<file path="src/sv/dscw_pkg.sv">
// Package for the DDS serial command writer: action codes, register addresses,
// the frequency divider constants and the microcode ROM.
// No dependencies.
`default_nettype none

package dscw_pkg;

  localparam int unsigned STEP_W = 4;
  localparam int unsigned CNT_W  = 6;
  localparam int unsigned SH_W   = 40;

  localparam logic [1:0] ACT_FREQ  = 2'd0;
  localparam logic [1:0] ACT_PHASE = 2'd1;
  localparam logic [1:0] ACT_AMP   = 2'd2;
  localparam logic [1:0] ACT_RAW   = 2'd3;

  localparam logic [6:0] REG_CSR   = 7'h00;
  localparam logic [6:0] REG_CFTW0 = 7'h04;
  localparam logic [6:0] REG_CPOW0 = 7'h05;
  localparam logic [6:0] REG_ACR   = 7'h06;

  localparam logic [27:0] FREQ_LIMIT = 28'd250000000;
  // 500 MHz = 2^8 * 1953125, so ftw = floor(f * 2^24 / 1953125)
  localparam logic [20:0] DIV_CONST  = 21'd1953125;
  // floor(2^52 / 1953125); (f * DIV_RECIP) >> 28 is low by at most one
  localparam logic [31:0] DIV_RECIP  = 32'd2305843009;

  typedef enum logic [3:0] {
    OP_WAIT,
    OP_CHECK,
    OP_LOAD_CSR,
    OP_SEND,
    OP_DISPATCH,
    OP_DIV_INIT,
    OP_DIV_MUL,
    OP_DIV_FIX,
    OP_LOAD_FTW,
    OP_LOAD_RAW,
    OP_LOAD_POW,
    OP_LOAD_ACR
  } op_e;

  typedef struct packed {
    op_e              op;
    logic [STEP_W-1:0] jmp;
    logic             fin;
  } ctl_word_t;

  localparam logic [STEP_W-1:0] STEP_IDLE     = 4'd0;
  localparam logic [STEP_W-1:0] STEP_CHECK    = 4'd1;
  localparam logic [STEP_W-1:0] STEP_SEND_CSR = 4'd3;
  localparam logic [STEP_W-1:0] STEP_DIV_INIT = 4'd5;
  localparam logic [STEP_W-1:0] STEP_RAW      = 4'd9;
  localparam logic [STEP_W-1:0] STEP_POW      = 4'd10;
  localparam logic [STEP_W-1:0] STEP_SEND_FIN = 4'd12;

  function automatic ctl_word_t dscw_rom(input logic [STEP_W-1:0] step);
    ctl_word_t w;
    unique case (step)
      4'd0:    w = '{op: OP_WAIT,     jmp: STEP_CHECK,    fin: 1'b0};
      4'd1:    w = '{op: OP_CHECK,    jmp: STEP_RAW,      fin: 1'b0};
      4'd2:    w = '{op: OP_LOAD_CSR, jmp: STEP_SEND_CSR, fin: 1'b0};
      4'd3:    w = '{op: OP_SEND,     jmp: 4'd4,          fin: 1'b0};
      4'd4:    w = '{op: OP_DISPATCH, jmp: STEP_POW,      fin: 1'b0};
      4'd5:    w = '{op: OP_DIV_INIT, jmp: 4'd6,          fin: 1'b0};
      4'd6:    w = '{op: OP_DIV_MUL,  jmp: 4'd7,          fin: 1'b0};
      4'd7:    w = '{op: OP_DIV_FIX,  jmp: 4'd8,          fin: 1'b0};
      4'd8:    w = '{op: OP_LOAD_FTW, jmp: STEP_SEND_FIN, fin: 1'b0};
      4'd9:    w = '{op: OP_LOAD_RAW, jmp: STEP_SEND_FIN, fin: 1'b0};
      4'd10:   w = '{op: OP_LOAD_POW, jmp: STEP_SEND_FIN, fin: 1'b0};
      4'd11:   w = '{op: OP_LOAD_ACR, jmp: STEP_SEND_FIN, fin: 1'b0};
      4'd12:   w = '{op: OP_SEND,     jmp: STEP_IDLE,     fin: 1'b1};
      default: w = '{op: OP_WAIT,     jmp: STEP_CHECK,    fin: 1'b0};
    endcase
    return w;
  endfunction

  function automatic logic [7:0] chan_sel(input logic [1:0] ch);
    logic [7:0] s;
    unique case (ch)
      2'd0:    s = 8'h10;
      2'd1:    s = 8'h20;
      2'd2:    s = 8'h40;
      default: s = 8'h80;
    endcase
    return s;
  endfunction

endpackage

`default_nettype wire

</file>
<file path="src/sv/dds_serial_command_writer_core.sv">
// Serial command writer for a four-channel DDS: one command in, a run of
// MSB-first bits out, driven by a microcode ROM from dscw_pkg.
// Commands are raw register writes and phase, amplitude and frequency writes;
// a non-raw command with a bad channel is dropped. The shifter sends one bit
// per cycle while the output is not stalled, and a frequency write adds a
// three-step reciprocal multiply for the tuning word. Next command is taken once
// the run is queued.
// Reset (rst_ni low, asynchronous) returns the sequencer to its wait step.
`default_nettype none

module dds_serial_command_writer_core (
  input  wire logic        clk_i,
  input  wire logic        rst_ni,
  input  wire logic        s_axis_tvalid_i,
  output      logic        s_axis_tready_o,
  // channel[2:0], value[30:3], reg_address[37:31], write_data[69:38],
  // byte_count[72:70], zero fill
  input  wire logic [79:0] s_axis_tdata_i,
  // action[1:0]
  input  wire logic [1:0]  s_axis_tuser_i,
  output      logic        m_axis_tvalid_o,
  input  wire logic        m_axis_tready_i,
  // serial_data[0], zero fill
  output      logic [7:0]  m_axis_tdata_o,
  // frame_end[0]
  output      logic        m_axis_tuser_o,
  output      logic        m_axis_tlast_o
);

  logic [dscw_pkg::STEP_W-1:0] step_q, step_d;
  logic [dscw_pkg::CNT_W-1:0]  cnt_q, cnt_d;
  logic [dscw_pkg::SH_W-1:0]   sh_q, sh_d;
  logic [1:0]  act_q, act_d;
  logic [2:0]  chan_q, chan_d;
  logic [27:0] val_q, val_d;
  logic [6:0]  addr_q, addr_d;
  logic [31:0] wd_q, wd_d;
  logic [2:0]  bc_q, bc_d;
  logic [27:0] dvd_q, dvd_d;
  logic [21:0] rem_q, rem_d;
  logic [31:0] quo_q, quo_d;
  logic        m_valid_q, m_valid_d;
  logic        m_data_q, m_data_d;
  logic        m_fe_q, m_fe_d;
  logic        m_last_q, m_last_d;

  dscw_pkg::ctl_word_t ctl;
  logic        out_free;
  logic [59:0] est_prod;
  logic [21:0] fix_prod;
  logic [31:0] raw_data;
  logic [dscw_pkg::CNT_W-1:0] raw_cnt;

  assign ctl             = dscw_pkg::dscw_rom(step_q);
  assign out_free        = !m_valid_q || m_axis_tready_i;
  assign s_axis_tready_o = (ctl.op == dscw_pkg::OP_WAIT);
  assign est_prod        = dvd_q * dscw_pkg::DIV_RECIP;
  assign fix_prod        = quo_q[21:0] * {1'b0, dscw_pkg::DIV_CONST};

  always_comb begin
    unique case (bc_q)
      3'd0: begin
        raw_data = 32'h0;
        raw_cnt  = 6'd8;
      end
      3'd1: begin
        raw_data = {wd_q[7:0], 24'h0};
        raw_cnt  = 6'd16;
      end
      3'd2: begin
        raw_data = {wd_q[15:0], 16'h0};
        raw_cnt  = 6'd24;
      end
      3'd3: begin
        raw_data = {wd_q[23:0], 8'h0};
        raw_cnt  = 6'd32;
      end
      default: begin
        raw_data = wd_q;
        raw_cnt  = 6'd40;
      end
    endcase
  end

  always_comb begin
    step_d    = step_q;
    cnt_d     = cnt_q;
    sh_d      = sh_q;
    act_d     = act_q;
    chan_d    = chan_q;
    val_d     = val_q;
    addr_d    = addr_q;
    wd_d      = wd_q;
    bc_d      = bc_q;
    dvd_d     = dvd_q;
    rem_d     = rem_q;
    quo_d     = quo_q;
    m_valid_d = m_valid_q && !m_axis_tready_i;
    m_data_d  = m_data_q;
    m_fe_d    = m_fe_q;
    m_last_d  = m_last_q;
    unique case (ctl.op)
      dscw_pkg::OP_WAIT: begin
        if (s_axis_tvalid_i) begin
          act_d  = s_axis_tuser_i;
          chan_d = s_axis_tdata_i[2:0];
          val_d  = s_axis_tdata_i[30:3];
          addr_d = s_axis_tdata_i[37:31];
          wd_d   = s_axis_tdata_i[69:38];
          bc_d   = s_axis_tdata_i[72:70];
          step_d = ctl.jmp;
        end
      end
      dscw_pkg::OP_CHECK: begin
        priority if (act_q == dscw_pkg::ACT_RAW) begin
          step_d = ctl.jmp;
        end else if (chan_q[2]) begin
          step_d = dscw_pkg::STEP_IDLE;
        end else begin
          step_d = step_q + 4'd1;
        end
      end
      dscw_pkg::OP_LOAD_CSR: begin
        sh_d   = {1'b0, dscw_pkg::REG_CSR, dscw_pkg::chan_sel(chan_q[1:0]), 24'h0};
        cnt_d  = 6'd16;
        step_d = ctl.jmp;
      end
      dscw_pkg::OP_SEND: begin
        if (out_free) begin
          m_valid_d = 1'b1;
          m_data_d  = sh_q[dscw_pkg::SH_W-1];
          m_fe_d    = (cnt_q == 6'd1);
          m_last_d  = (cnt_q == 6'd1) && ctl.fin;
          sh_d      = {sh_q[dscw_pkg::SH_W-2:0], 1'b0};
          cnt_d     = cnt_q - 6'd1;
          if (cnt_q == 6'd1) begin
            step_d = ctl.jmp;
          end
        end
      end
      dscw_pkg::OP_DISPATCH: begin
        priority if (act_q == dscw_pkg::ACT_FREQ) begin
          step_d = dscw_pkg::STEP_DIV_INIT;
        end else if (act_q == dscw_pkg::ACT_PHASE) begin
          step_d = ctl.jmp;
        end else begin
          step_d = ctl.jmp + 4'd1;
        end
      end
      dscw_pkg::OP_DIV_INIT: begin
        dvd_d  = (val_q > dscw_pkg::FREQ_LIMIT) ? dscw_pkg::FREQ_LIMIT : val_q;
        rem_d  = '0;
        quo_d  = '0;
        step_d = ctl.jmp;
      end
      dscw_pkg::OP_DIV_MUL: begin
        quo_d  = est_prod[59:28];
        step_d = ctl.jmp;
      end
      dscw_pkg::OP_DIV_FIX: begin
        rem_d  = 22'd0 - fix_prod;
        step_d = ctl.jmp;
      end
      dscw_pkg::OP_LOAD_FTW: begin
        sh_d   = {1'b0, dscw_pkg::REG_CFTW0,
                  quo_q + {31'd0, (rem_q >= {1'b0, dscw_pkg::DIV_CONST})}};
        cnt_d  = 6'd40;
        step_d = ctl.jmp;
      end
      dscw_pkg::OP_LOAD_RAW: begin
        sh_d   = {1'b0, addr_q, raw_data};
        cnt_d  = raw_cnt;
        step_d = ctl.jmp;
      end
      dscw_pkg::OP_LOAD_POW: begin
        sh_d   = {1'b0, dscw_pkg::REG_CPOW0, val_q[15:0], 16'h0};
        cnt_d  = 6'd24;
        step_d = ctl.jmp;
      end
      dscw_pkg::OP_LOAD_ACR: begin
        sh_d   = {1'b0, dscw_pkg::REG_ACR, 8'h00, 6'b000101, val_q[9:0], 8'h0};
        cnt_d  = 6'd32;
        step_d = ctl.jmp;
      end
      default: begin
        step_d = dscw_pkg::STEP_IDLE;
      end
    endcase
  end

  always_ff @(posedge clk_i or negedge rst_ni) begin
    if (!rst_ni) begin
      step_q    <= dscw_pkg::STEP_IDLE;
      cnt_q     <= '0;
      sh_q      <= '0;
      act_q     <= '0;
      chan_q    <= '0;
      val_q     <= '0;
      addr_q    <= '0;
      wd_q      <= '0;
      bc_q      <= '0;
      dvd_q     <= '0;
      rem_q     <= '0;
      quo_q     <= '0;
      m_valid_q <= 1'b0;
      m_data_q  <= 1'b0;
      m_fe_q    <= 1'b0;
      m_last_q  <= 1'b0;
    end else begin
      step_q    <= step_d;
      cnt_q     <= cnt_d;
      sh_q      <= sh_d;
      act_q     <= act_d;
      chan_q    <= chan_d;
      val_q     <= val_d;
      addr_q    <= addr_d;
      wd_q      <= wd_d;
      bc_q      <= bc_d;
      dvd_q     <= dvd_d;
      rem_q     <= rem_d;
      quo_q     <= quo_d;
      m_valid_q <= m_valid_d;
      m_data_q  <= m_data_d;
      m_fe_q    <= m_fe_d;
      m_last_q  <= m_last_d;
    end
  end

  assign m_axis_tvalid_o = m_valid_q;
  assign m_axis_tdata_o  = {7'h0, m_data_q};
  assign m_axis_tuser_o  = m_fe_q;
  assign m_axis_tlast_o  = m_last_q;

  a_last_ends_frame : assert property (@(posedge clk_i) disable iff (!rst_ni)
    m_axis_tvalid_o && m_axis_tlast_o |-> m_axis_tuser_o)
    else $error("tlast without frame end");

  a_rem_below_div : assert property (@(posedge clk_i) disable iff (!rst_ni)
    ctl.op == dscw_pkg::OP_LOAD_FTW |-> rem_q < {dscw_pkg::DIV_CONST, 1'b0})
    else $error("divider remainder out of range");

  a_accept_to_check : assert property (@(posedge clk_i) disable iff (!rst_ni)
    s_axis_tvalid_i && s_axis_tready_o |=> step_q == dscw_pkg::STEP_CHECK)
    else $error("sequencer missed accepted command");

  a_send_has_bits : assert property (@(posedge clk_i) disable iff (!rst_ni)
    ctl.op == dscw_pkg::OP_SEND |-> cnt_q != '0)
    else $error("send step with empty shifter");

endmodule

`default_nettype wire
</file>
<file path="config.mk">
export PLATFORM = sky130hd
export DESIGN_NAME = dds_serial_command_writer_core
export DESIGN_NICKNAME = d
export VERILOG_FILES = /design/src/sv/dscw_pkg.sv /design/src/sv/dds_serial_command_writer_core.sv
export SDC_FILE = /design/constraint.sdc
export NUM_CORES = 2
export LEC_CHECK = 0
export BUFFER_PORTS_ARGS = -buffer_cell sky130_fd_sc_hd__buf_2
export CAP_MARGIN = 10
export CORE_MARGIN = 2
export CORE_UTILIZATION = 55
export DETAILED_ROUTE_END_ITERATION = 6
export GPL_TIMING_DRIVEN = 0
export MAX_ROUTING_LAYER = met4
export PLACE_DENSITY_LB_ADDON = 0.2
export RECOVER_POWER = 100
export SETUP_SLACK_MARGIN = 0.05
export SLEW_MARGIN = 20
export SYNTH_ARGS = -nofsm -noshare
export SYNTH_HDL_FRONTEND = slang
export SYNTH_SLANG_ARGS = --single-unit
</file>
<file path="constraint.sdc">
create_clock -name clk_i -period 10.5 [get_ports clk_i]
set_clock_uncertainty 0.15 [all_clocks]
set_input_delay 0 -clock clk_i [delete_from_list [all_inputs] [get_ports clk_i]]
set_output_delay 0 -clock clk_i [all_outputs]
set_load 0.05 [all_outputs]
</file>
After elaboration in Yosys (flattened, before gate mapping)
Memory sizes are Yosys's and may differ from the RTL's.
Index checks and enable logic that the tools add are counted.
{ "totals": {"reg_bits": 211, "mem_bits_ro": 144, "inputBits": 86, "output_inout_bits": 12, "elab_cells": 85, "mem_count": 1} }
{ "classes": {"addsub": 5, "mul": 2, "magnitude_cmp": 2, "eq_ne": 22, "muxes": 20, "n_reduce_logical": 17} }
{ "memory_table": {"columns": ["name", "words", "word_bits", "read_ports", "rd_clocked_by_memory_dff", "wr", "line_no", "rtl"], "rows": [
  ["(name not given)", 16, 9, 1, 0, 0, "dscw_pkg.sv:59", "unique case (step)"]
]} }
{ "op_table": {"columns": ["cell", "count"], "rows": [
  ["$pmux W40 S6", 1],
  ["$pmux W32 S4", 1],
  ["$pmux W32 S2", 1],
  ["$mul A28 B32 Y60 const B", 1],
  ["$pmux W22 S2", 1],
  ["$mux W40", 1],
  ["$pmux W6 S6", 1],
  ["$add A32 B1 Y32", 1],
  ["$gt A28 B28 Y1 const B", 1],
  ["$mux W28", 1],
  ["$mux W4", 7],
  ["$pmux W6 S4", 1],
  ["$pmux W8 S3", 1],
  ["$ge A22 B21 Y1 const B", 1],
  ["$mul A22 B21 Y22 const B", 1],
  ["$sub A1 B22 Y22 const A", 1],
  ["$pmux W4 S5", 1],
  ["$eq A4 B3 Y1 const B", 4],
  ["$eq A4 B4 Y1 const B", 4],
  ["$add A4 B1 Y4 const B", 2],
  ["$eq A4 B2 Y1 const B", 2],
  ["$reduce_or A8 Y1", 1],
  ["$eq A3 B2 Y1 const B", 2],
  ["$eq A6 B1 Y1 const B", 1],
  ["18 further kinds", 29]
]} }

Longest topological paths before layout
An unclocked memory read counts as a cell.
{ "depth": {"ltp_word": 5, "depth_mapped": 25, "depth_no_buf": 25} }

Least setup slack after synthesis
Ideal clock, no wire load.
{ "synth_timing": {"path_kind": "reg2reg", "startpoint": "reg dvd_q[25]", "endpoint": "reg quo_q[19]", "setup_ps": 122, "arrival_time_ps": 6750, "required_time_ps": 10228, "path_slack_ps": 3478, "stages_incl_launch_ff": 24, "n_path_buf": 0, "period_less_slack_ps": 7022, "path_cell_list": "dfrtp_1 > inv_1 > fa_1 > xor2_1 > ha_1 > fa_1 > inv_1 > fa_1 > inv_1 > fa_1 > fa_1 > inv_1 > fa_1 > inv_1 > ha_1 > a21o_1 > a21oi_1 > o21ai_1 > a31o_2 > a221o_1 > a21o_1 > or2_1 > a211o_1 > a32o_1"} }
{ "synth_via": {"elab_chain_cells": 2} }
{ "synth_lines": {"columns": ["item", "line_no", "rtl"], "rows": [
  ["from (decl)", "dds_serial_command_writer_core.sv:39", "logic [27:0] dvd_q, dvd_d;"],
  ["from (signal assigned)", "dds_serial_command_writer_core.sv:219", "dvd_q <= dvd_d;"],
  ["$mul A28 B32 Y60", "dds_serial_command_writer_core.sv:57", "assign est_prod = dvd_q * dscw_pkg::DIV_RECIP;"],
  ["$pmux W32 S2", "dds_serial_command_writer_core.sv:102", "unique case (ctl.op)"],
  ["to (signal assigned)", "dds_serial_command_writer_core.sv:221", "quo_q <= quo_d;"],
  ["to (decl)", "dds_serial_command_writer_core.sv:41", "logic [31:0] quo_q, quo_d;"]
]} }
Every way passes these cells.
A chain may end at the register's enable or synchronous reset.

Final worst setup path
{ "layout_timing": {"startpoint": "reg dvd_q[16]", "endpoint": "reg quo_q[23]"} }
Same word-level chain as after synthesis.

==> run summary <==
The run finished, with violations left. The checks that failed: max-capacitance violations, max-slew violations. The post-synthesis cell count is between 2,000 and 3,000.

The slowest stage of the critical path is the dfrtp_1 cell. The signal on the critical path passes through inv_1 -> fa_1 -> inv_1 -> fa_1 -> fa_1 -> fa_1 -> fa_1 -> fa_1 -> inv_1 -> fa_1 -> inv_1 -> ha_1 -> a21oi_1 -> nor2_1 -> nor2_1 -> o2111ai_1 -> o21ai_0 -> o21ai_0 -> a211oi_1 -> xor2_1 -> o21ai_0. The startpoint type of the worst setup path is a flip-flop. The met3 track utilization from global routing came out at 3.19%.

The synthesis warning total is 0. The cell family contributing the most delay on the critical path is adder cells. The count of standard-cell rows came out at 80. The post-route antenna net violation count came out at 0.

The worst register-to-register path ends at quo_q[23]. The worst setup path is of the flip-flop to flip-flop kind. The number of hold violations in the final report is 0. Setup repair after global routing left no endpoint under its margin. The largest buffer count on any clock path is 3. The number of logic stages on the critical path including buffering came out at 21. The post-CTS repair timing setup buffer count is 0. The worst endpoint data arrival time is 8.39 ns.

The sequential cell area is roughly 5300 um^2. The via count of the first global-routing pass was 21,352. Cells with a size suffix above 1 make up 7.51% of the layout. The met1 track demand over resource in global routing is approximately two fifths.

The overall die height is between 200 and 250 um. The total detailed-routing wirelength is roughly 76,000 um. Clock latency on the worst-skew pair, taken at its later pin, is roughly 0.54 ns. The final number of setup-violating endpoints is 0. The final critical path takes up 77.5% of the cycle.

The number of distinct standard cells referenced by the synthesized netlist is 65. Summing the sequential cell areas from Yosys gives about a fifth of the chip area. Dividing the detail-routed wire length by the instance count gives between 20 and 25 um.

The first routing iteration left around 1,400 violations. Timing would allow up to about 120 MHz. The initial antenna violation count came to 0. The data required time of the worst path came out at roughly 11 ns. The count of boundary I/O pins came out at 98. Input and output buffers added on the ports amount to 83.

The number of slew-limit violations in the final report is approximately 220. The met2 demand-to-capacity share in global routing came out at between 50% and 60%. Of all nets on the critical path, the largest fanout is 7. The post-cts gate resize count is 0. The number of diodes came out at 0. For this run, design rule violations remaining after detail routing come to 0. The residual overflow from global routing is 0. The worst register-to-register path begins at dvd_q[16].

The tool flagged a number of max-cap violations equal to 3. The clock net sink count is ~210. The worst hold slack across all endpoints is about 0.077 ns. Across all register-to-register paths, the minimum setup slack is roughly 2.4 ns. The kind of path behind the tightest hold check is primary input to flip-flop. CTS built an H-tree with a depth of 1. TritonCTS built the clock tree. The total negative slack is 0 ns. In this run the worst setup path terminates at quo_q[23]. The worst path buffer plus inverter count came out at 4. The synthesized design contains 0 enable-type register cells. The core region is ~48,000 um^2. The worst setup path is captured at a flip-flop.

The post-synthesis instance area came out at between 20,000 and 30,000 um^2. For this run, the post-layout net count is roughly 3,700. The detailed-placement wirelength estimate came out at between 60,000 and 70,000 um. Counting the fill cells in the layout gives between 4,000 and 5,000. The launching instance or port of the critical path is dvd_q[16]. The routed layout has 20,050 vias. The async set-reset flop share out of synthesis came out at 100%. The largest stage delay on the critical path came out at ~0.7 ns.

met2 is the most crowded layer. The measured slew at the worst slew-check pin is ~4.5 ns. The most used flip-flop cell after synthesis is dfrtp_1. The pin count of the biggest net entering global routing came out at 80. For this configuration, the core starts out at a cell density of a little under three fifths. A synthesized cell averages approximately 10 um^2. The relative area change from synthesis to final layout is 10.6%. The number of clock buffers inserted by TritonCTS is 25.

CTS placed an instance of clkbuf_16 at the clock tree root. The cell with the most instances on the worst path is fa_1. The CTS clock-pin slew for the worst setup and hold paths is approximately 0.060 ns. Using the TritonRoute via totals, the vias-per-cell ratio works out to around 5.7.

The number of register bits inferred by synthesis came out at about 210. The die outline area is 50,400 um^2. The footprint of the multi-input gates is about 19,000 um^2. The die width is around 220 um.

The worst relative slew slack came out at -197%. The detailed-router iteration count before antenna repair is 6. The first-pass GRT wire length came out at 120,000 um. Routability-driven placement finished with a final weighted congestion of just under 1.

The number of cell instances on the worst register-to-register path came out at 21. The worst path in the final design needs a cycle of 8.14 ns, including I/O delays and setup. Across every metal layer, demand over resource in global routing totals between 30% and 40%.
==> cell usage after synthesis (6+ instances only) <==
cell	count	area (um^2)
a32o_1	7	70.1
clkbuf_1	62	233
or3_1	8	50.1
a222oi_1	25	250
ha_1	445	5570
and3_1	13	81.3
a221oi_1	11	96.3
and2_1	10	62.6
a21boi_0	6	45.0
nor2b_1	8	50.1
nand3_1	43	215
a31oi_1	7	43.8
xnor2_1	60	526
o21a_1	13	97.6
a22o_1	18	158
o211ai_1	16	120
a211oi_1	10	75.1
nand4_1	17	106
o31ai_1	7	52.6
buf_4	8	60.1
dfrtp_1	211	5280
a21oi_1	86	430
xor2_1	47	412
nand2_1	150	563
o2111ai_1	6	52.6
a221o_1	7	70.1
a21o_1	38	285
o21ai_0	147	736
mux2_2	84	946
nor4_1	8	50.1
o21bai_1	10	75.1
nor3_1	10	50.1
a22oi_1	14	105
inv_1	602	2260
fa_1	332	6650
mux2i_1	8	80.1
nor2_1	75	282
==> worst min-delay path, cell delays in order <==
cell           delay, ns
dlygate4sd3_1       0.51
buf_2               0.09
mux2_2              0.13
==> cell usage in the layout, fill, tap and decap left out, types with 79 or more instances in the layout <==
| master | Yosys | routed |
|---|---|---|
| nand2_1 | 150 | 150 |
| ha_1 | 445 | 445 |
| dlygate4sd3_1 | 0 | 79 |
| dfrtp_1 | 211 | 211 |
| inv_1 | 602 | 602 |
| o21ai_0 | 147 | 150 |
| fa_1 | 332 | 332 |
| buf_2 | 3 | 80 |
| a21oi_1 | 86 | 86 |
| mux2_2 | 84 | 82 |
==> flip-flops by register name, indices dropped and copies added, names as in the netlist, 3 cells and up <==
register  flops
quo_q        32
val_q        28
bc_q          3
sh_q         40
wd_q         32
chan_q        3
step_q        4
cnt_q         6
rem_q        22
dvd_q        28
addr_q        7
==> cell families (layout without fill, tap and decap cells) <==
group,count (synthesis),count (layout),share of synthesized area (%)
buf+inv,677,886,9.63
compound gates,465,465,11.5
simple gates,358,358,6.13
flops,211,211,19.7
mux,92,92,3.84
fa+ha+maj,777,777,45.7
other cells,1,7,0.0140
xor+xnor,107,107,3.50
==> layout make-up <==
| cell class | instances | area share [%] |
|---|---|---|
| Clock inverter | 12 | 0.427 |
| Tap cell | 615 | 2.60 |
| Inverter | 602 | 7.64 |
| Timing Repair Buffer | 165 | 4.09 |
| Clock buffer | 32 | 2.37 |
| Sequential cell | 211 | 17.9 |
| Buffer | 75 | 1.07 |
| Multi-Input combinational cell | 1806 | 63.9 |
==> timing repair <==
action,CTS,global route
hold endpoints to repair,214,0
setup endpoints to repair,0,0
hold buffers,80,0
==> per-layer routing <==
layer  part of all wire, %  routed length (um)  up-vias
met5                     0                   0        -
met4                   3.4                2580        0
met3                   5.0                3800      136
met2                    49               36900      603
met1                    43               32500    10070
li1                      -                   -     9241
==> per-stage QoR <==
stage | util [%] | instances | area [um^2] | setup slack, ns
floorplan | - | 2694 | 26800 | 3.48
global placement | 58.4 | 3392 | 28000 | 2.41
detailed placement | 58.6 | 3394 | 28000 | 2.37
CTS | 62.0 | 3518 | 29700 | 2.37
global route | 61.8 | 3518 | 29600 | 1.72
finish | 61.8 | 3518 | 29600 | 2.36
==> worst min-delay path by stage <==
stage / start / to / slack [ns] / depth (start not counted)
5_1_grt: s_axis_tdata_i[24] / val_q[21] / 0.08 / 3
3_3_place_gp: s_axis_tuser_i[1] / act_q[1] / 0.08 / 2
6_report: s_axis_tdata_i[27] / val_q[24] / 0.08 / 3
2_1_floorplan: rst_ni / act_q[0] / -0.45 / 0
4_1_cts: s_axis_tdata_i[28] / val_q[25] / 0.06 / 3
3_5_place_dp: rst_ni / rem_q[7] / -0.14 / 1
Power is not shown: default switching activity piles up to over one toggle a cycle in this logic, so the estimate is an artifact.
